[src/mono_glyph_rect_rasterizer_unit_assert.svh]
// ---------------------------------------------------------------------------
// Assertion macros for the glyph and rectangle rasterizer
// Implication and next-cycle checks, clocked on clk, off during reset.
// ---------------------------------------------------------------------------
`ifndef MONO_GLYPH_RECT_RASTERIZER_UNIT_ASSERT_SVH
`define MONO_GLYPH_RECT_RASTERIZER_UNIT_ASSERT_SVH

// same-cycle implication
`define MGR_ASSERT_IMP(lbl, ante, cons) \
	lbl: assert property (@(posedge clk) disable iff (!arst_n) (ante) |-> (cons)) \
		else $error("mgr check failed");

// next-cycle implication
`define MGR_ASSERT_NXT(lbl, ante, cons) \
	lbl: assert property (@(posedge clk) disable iff (!arst_n) (ante) |=> (cons)) \
		else $error("mgr check failed");

`endif

[src/mgr_pkg.sv]
// ---------------------------------------------------------------------------
// mgr_pkg
// Shared constants, command codes, queue word type and the 5x7 font table.
// ---------------------------------------------------------------------------
package mgr_pkg;

	localparam int PANEL_WIDTH_DEF  = 400;
	localparam int PANEL_HEIGHT_DEF = 300;
	localparam int ADDR_W           = 20;   // wide enough for any panel size

	localparam logic [1:0] MODE_FILL  = 2'd0;
	localparam logic [1:0] MODE_GLYPH = 2'd1;
	localparam logic [1:0] MODE_READ  = 2'd2;

	typedef logic [4:0][7:0] font_t;    // five columns, bit n is row n

	typedef struct packed {
		logic [1:0]         mode;
		logic signed [10:0] pos_x;
		logic signed [10:0] pos_y;
		logic signed [10:0] rect_width;
		logic signed [10:0] rect_height;
		font_t              font;
		logic [5:0]         scale;
		logic               color;
		logic [13:0]        byte_index;
		logic               drawn;
		logic signed [11:0] next_x;
	} cmd_word_t;

	function automatic font_t font_lookup(input logic [7:0] code_in);
		logic [7:0] code;
		font_t f;
		code = code_in;
		f = '0;
		if (code >= 8'h61 && code <= 8'h7A) code = code - 8'h20;
		case (code)
			8'h41: f = {8'h7E,8'h11,8'h11,8'h11,8'h7E};
			8'h42: f = {8'h36,8'h49,8'h49,8'h49,8'h7F};
			8'h43: f = {8'h22,8'h41,8'h41,8'h41,8'h3E};
			8'h44: f = {8'h1C,8'h22,8'h41,8'h41,8'h7F};
			8'h45: f = {8'h41,8'h49,8'h49,8'h49,8'h7F};
			8'h46: f = {8'h01,8'h09,8'h09,8'h09,8'h7F};
			8'h47: f = {8'h7A,8'h49,8'h49,8'h41,8'h3E};
			8'h48: f = {8'h7F,8'h08,8'h08,8'h08,8'h7F};
			8'h49: f = {8'h00,8'h41,8'h7F,8'h41,8'h00};
			8'h4A: f = {8'h01,8'h3F,8'h41,8'h40,8'h20};
			8'h4B: f = {8'h41,8'h22,8'h14,8'h08,8'h7F};
			8'h4C: f = {8'h40,8'h40,8'h40,8'h40,8'h7F};
			8'h4D: f = {8'h7F,8'h02,8'h0C,8'h02,8'h7F};
			8'h4E: f = {8'h7F,8'h10,8'h08,8'h04,8'h7F};
			8'h4F: f = {8'h3E,8'h41,8'h41,8'h41,8'h3E};
			8'h50: f = {8'h06,8'h09,8'h09,8'h09,8'h7F};
			8'h51: f = {8'h5E,8'h21,8'h51,8'h41,8'h3E};
			8'h52: f = {8'h46,8'h29,8'h19,8'h09,8'h7F};
			8'h53: f = {8'h31,8'h49,8'h49,8'h49,8'h46};
			8'h54: f = {8'h01,8'h01,8'h7F,8'h01,8'h01};
			8'h55: f = {8'h3F,8'h40,8'h40,8'h40,8'h3F};
			8'h56: f = {8'h1F,8'h20,8'h40,8'h20,8'h1F};
			8'h57: f = {8'h3F,8'h40,8'h38,8'h40,8'h3F};
			8'h58: f = {8'h63,8'h14,8'h08,8'h14,8'h63};
			8'h59: f = {8'h07,8'h08,8'h70,8'h08,8'h07};
			8'h5A: f = {8'h43,8'h45,8'h49,8'h51,8'h61};
			8'h30: f = {8'h3E,8'h45,8'h49,8'h51,8'h3E};
			8'h31: f = {8'h00,8'h40,8'h7F,8'h42,8'h00};
			8'h32: f = {8'h46,8'h49,8'h51,8'h61,8'h42};
			8'h33: f = {8'h31,8'h4B,8'h45,8'h41,8'h21};
			8'h34: f = {8'h10,8'h7F,8'h12,8'h14,8'h18};
			8'h35: f = {8'h39,8'h45,8'h45,8'h45,8'h27};
			8'h36: f = {8'h30,8'h49,8'h49,8'h4A,8'h3C};
			8'h37: f = {8'h03,8'h05,8'h09,8'h71,8'h01};
			8'h38: f = {8'h36,8'h49,8'h49,8'h49,8'h36};
			8'h39: f = {8'h1E,8'h29,8'h49,8'h49,8'h06};
			8'h2D: f = {8'h08,8'h08,8'h08,8'h08,8'h08};
			8'h2E: f = {8'h00,8'h00,8'h60,8'h60,8'h00};
			8'h3A: f = {8'h00,8'h00,8'h36,8'h36,8'h00};
			8'h2F: f = {8'h02,8'h04,8'h08,8'h10,8'h20};
			default: f = '0;
		endcase
		return f;
	endfunction

endpackage

[src/mgr_queue.sv]
// ---------------------------------------------------------------------------
// mgr_queue
// Two-entry queue of command words between front and back.
// ---------------------------------------------------------------------------
module mgr_queue (
	input  logic               clk,
	input  logic               arst_n,
	input  logic               push,
	input  mgr_pkg::cmd_word_t push_word,
	output logic               full,
	input  logic               pop,
	output logic               not_empty,
	output mgr_pkg::cmd_word_t head
);

	mgr_pkg::cmd_word_t slot_q [2];
	logic       wr_ptr_q;
	logic       rd_ptr_q;
	logic [1:0] count_q;

	// advance pointers and count
	always_ff @(posedge clk or negedge arst_n) begin
		if (!arst_n) begin
			wr_ptr_q <= 1'b0;
			rd_ptr_q <= 1'b0;
			count_q  <= '0;
		end else begin
			if (push) wr_ptr_q <= !wr_ptr_q;
			if (pop)  rd_ptr_q <= !rd_ptr_q;
			if (push && !pop) count_q <= count_q + 2'd1;
			else if (pop && !push) count_q <= count_q - 2'd1;
		end
	end

	// hold entries
	always_ff @(posedge clk) begin
		if (push) slot_q[wr_ptr_q] <= push_word;
	end

	assign full      = (count_q == 2'd2);
	assign not_empty = (count_q != '0);
	assign head      = slot_q[rd_ptr_q];

endmodule

[config.mk]
export PLATFORM = sky130hd
export DESIGN_NAME = mgr_queue
export DESIGN_NICKNAME = d
export VERILOG_FILES = /design/src/mono_glyph_rect_rasterizer_unit_assert.svh /design/src/mgr_pkg.sv /design/src/mgr_queue.sv
export SDC_FILE = /design/constraint.sdc
export NUM_CORES = 1
export LEC_CHECK = 0
export BUFFER_PORTS_ARGS = -buffer_cell sky130_fd_sc_hd__buf_2
export CORE_MARGIN = 2
export CORE_UTILIZATION = 50
export CTS_CLUSTER_DIAMETER = 60
export DETAILED_ROUTE_END_ITERATION = 6
export GPL_ROUTABILITY_DRIVEN = 0
export GPL_TIMING_DRIVEN = 0
export PLACE_DENSITY = 0.77
export SYNTH_ARGS = -nofsm -noshare
export SYNTH_HDL_FRONTEND = slang
export SYNTH_SLANG_ARGS = --single-unit
[constraint.sdc]
create_clock -name clk -period 12.25 [get_ports clk]
set_input_delay 0 -clock clk [delete_from_list [all_inputs] [get_ports clk]]
set_output_delay 0 -clock clk [all_outputs]
set_load 0.01 [all_outputs]
==> flow_summary.yaml <==
global_route:
  grt_max_degree: 69
  grt_usage_pct: 19.9
  antenna_found_initial: 1
  grt_pass1_vias: 5484
  grt-ovfl-total: 0
  grt_pass1_wl_um: 28200
placed_design:
  port_buffers: 245
  dp.cells: 864
  post-dp-hpwl_um: 11400
  dp_slack_ns: 10.26
yosys:
  netlist_top_cells_count: "edfxtp_1 (240), mux2_2 (120), buf_6 (9), dfrtp_1 (4), xor2_1 (4)"
  synth_top_area_cell: "edfxtp_1"
  ys_seq_elements: 244
  yosys-top-cells-area: "edfxtp_1 (81%), mux2_2 (15%), buf_6 (1.1%)"
  syn_avg_cell_area_um2: 22.8
  syn_area_mm2: 0.00887
  async_flop_share_pct: 1.64
  seq_area_frac_synth_pct: 82.4
  ys.flop_type: "edfxtp_1"
  yosysWarningCount: 0
  netlist-cell-type-count: 14
  synth_top_area_share_pct: 81.2
  synth_most_common_cell: "edfxtp_1"
  synthCells: 389
  synth-edff-count: 240
  syn_nets: 514
detailed_routing:
  drt-pass1-iter-count: 4
  routed-via-count: 5102
  postRouteAntennaNets: 0
  drc: 0
  wl_um: 19200
  vias_per_cell: 4.94
  routedWlPerCell_um: 18.6
  dr.first_iter.drc_count: 214
critical_path:
  worstPathArrival_ns: 2.17
  path_cells: "nor2b_4, buf_16, buf_12, buf_12"
  cp_data_required_time_ns: 12.43
  cp-start-kind: "register"
  critical_path_class: "register to register"
  r2r-start: "wr_ptr_q"
  r2r_end: "slot_q[0][65]"
  r2r_cells: 4
  path_delay_family: "buffers and inverters"
  rrSetupSlack_ns: 10.26
  path_common_cell: "buf_12"
  crit_slowest_cell: "nor2b_4"
  path_buf_inv: 3
  worst_setup_path_end_kind: "register"
  crit_fanout: 26
  crit_path_start: "wr_ptr_q"
  critPathMaxStageDelay_ns: 0.57
job:
  cap_violations: 0
clock_tree:
  tritoncts: "done"
  htreeDepth: 1
  hold_buffers: 124
  clock-root-buffer: "clkbuf_16"
  path_clk_slew_ns: 0.07
  numCtsBuffers: 24
  cts_resized: 0
  clock_latency_ns: 0.50
  cts_setup_buffers: 0
  cts_max_path_buffers: 3
  cts_num_sinks: 244
timing:
  fin_crit_sh_pct: 16.3
  setup_tns_ns: 0
  drv_slew: 0
  skew_ns: 0.0201
  rsz0062_at_grt: "false"
  slew_headroom_pct: 50.2
  fmax_mhz: 502
  setup_viol_count_final: 0
  hold_violations: 0
  finalCriticalPeriod_ns: 1.99
  worst_slack_ns: 10.26
  tightest_slew_ns: 0.747
hold_path:
  hp-class: "primary input to register"
  whs_path_depth: 2
  hold_start: "push_word[73]"
  whs_endpoint: "slot_q[0][73]"
floorplanning:
  coreArea_mm2: 0.0173
  rows: 48
  ios: 246
  die_h_um: 137
  initial_utilization_pct: 51.3
  die_width_um: 137
  fp.dieArea_mm2: 0.0188
layout:
  area_growth_pct: 40.9
  final_cells: 1033
  drive_gt1_share_pct: 51.6
  fillers: 1021
  nets: 914
power:
  peakVddDrop_mv: 0.175
  power.leakage_uw: 0.00479
  power_density_mw_per_mm2: 213
status:
  status: "completed"
logic make-up (layout without fill, tap and decap cells):
logic type | Yosys count | in the layout | share of synthesized area, %
adders and majority gates | 1 | 1 | 0.141
muxes | 120 | 120 | 15.2
other | 0 | 2 | 0
DFF | 244 | 244 | 82.4
buffers and inverters | 14 | 431 | 1.44
xor gates and xnor gates | 5 | 5 | 0.494
and+or+nand+nor | 5 | 5 | 0.324
stage by stage:
step / utilization (%) / instance area [um2] / hold WS [ns] / total power (uW)
after floorplan: - / 8870 / -0.296 / 1650
after global placement: 60.0 / 10400 / -0.193 / 1930
after detailed placement: 60.7 / 10500 / -0.190 / 1940
after CTS: 72.3 / 12500 / 0.189 / 2670
after global routing: 72.3 / 12500 / 0.201 / 2780
final: 72.3 / 12500 / 0.210 / 2660
where the power goes:
group / switching (uW) / total [uW] / leakage, uW / internal [uW]
Clock: 290 / 702 / 0.000363 / 413
Combinational: 418 / 809 / 0.00213 / 391
Sequential: 42.5 / 1150 / 0.00230 / 1110
per-layer routing:
metal / GRT usage, % / routed length (um) / vias to the layer above
met5: 0 / 0 / -
met4: 5.61 / 436 / 0
met3: 6.14 / 1500 / 39
met2: 36.4 / 10100 / 215
met1: 22.3 / 7100 / 2494
li1: - / - / 2354
registers in the layout, summed over array words and instances, names as in the netlist:
signal	flops
rd_ptr_q	1
wr_ptr_q	1
slot_q	240
count_q	2
how the worst max path moves through the flow:
stage	to	slack, ns	cells after the start
finish	slot_q[0][65]	10.26	4
floorplan	slot_q[0][0]	5.93	1
detailed placement	slot_q[0][82]	10.26	4
CTS	slot_q[0][65]	10.22	4
global placement	slot_q[0][82]	3.51	1
global route	slot_q[0][65]	10.13	4
cell type report:
class                           instances  area, um2  share of cell area [%]
Clock buffer                           30        644                    5.15
Antenna cell                            2       5.00                  0.0400
Timing Repair Buffer                  374       2580                    20.7
Multi-Input combinational cell        131       1450                    11.6
Sequential cell                       244       7310                    58.4
Inverter                                1       3.75                  0.0300
Clock inverter                         13        108                   0.861
Buffer                                 13        124                   0.991
Tap cell                              225        282                    2.25
placed cells by master (no fill, tap or decap):
| master | count |
|---|---|
| buf_2 | 248 |
| mux2_2 | 120 |
| xor2_1 | 4 |
| clkbuf_16 | 25 |
| bufinv_16 | 2 |
| ha_1 | 1 |
| nor2_1 | 1 |
| buf_6 | 9 |
| nor2b_4 | 1 |
| nor2b_1 | 1 |
| dlygate4sd3_1 | 124 |
| clkinvlp_4 | 1 |
| buf_16 | 2 |
| dfrtp_1 | 4 |
| clkinv_2 | 2 |
| or2_2 | 1 |
| buf_12 | 3 |
| diode_2 | 2 |
| xnor2_1 | 1 |
| edfxtp_1 | 240 |
| and2_4 | 1 |
| buf_4 | 1 |
| inv_1 | 1 |
| clkbuf_1 | 5 |
| clkinv_1 | 8 |
Power figures use the tool's default switching activity.
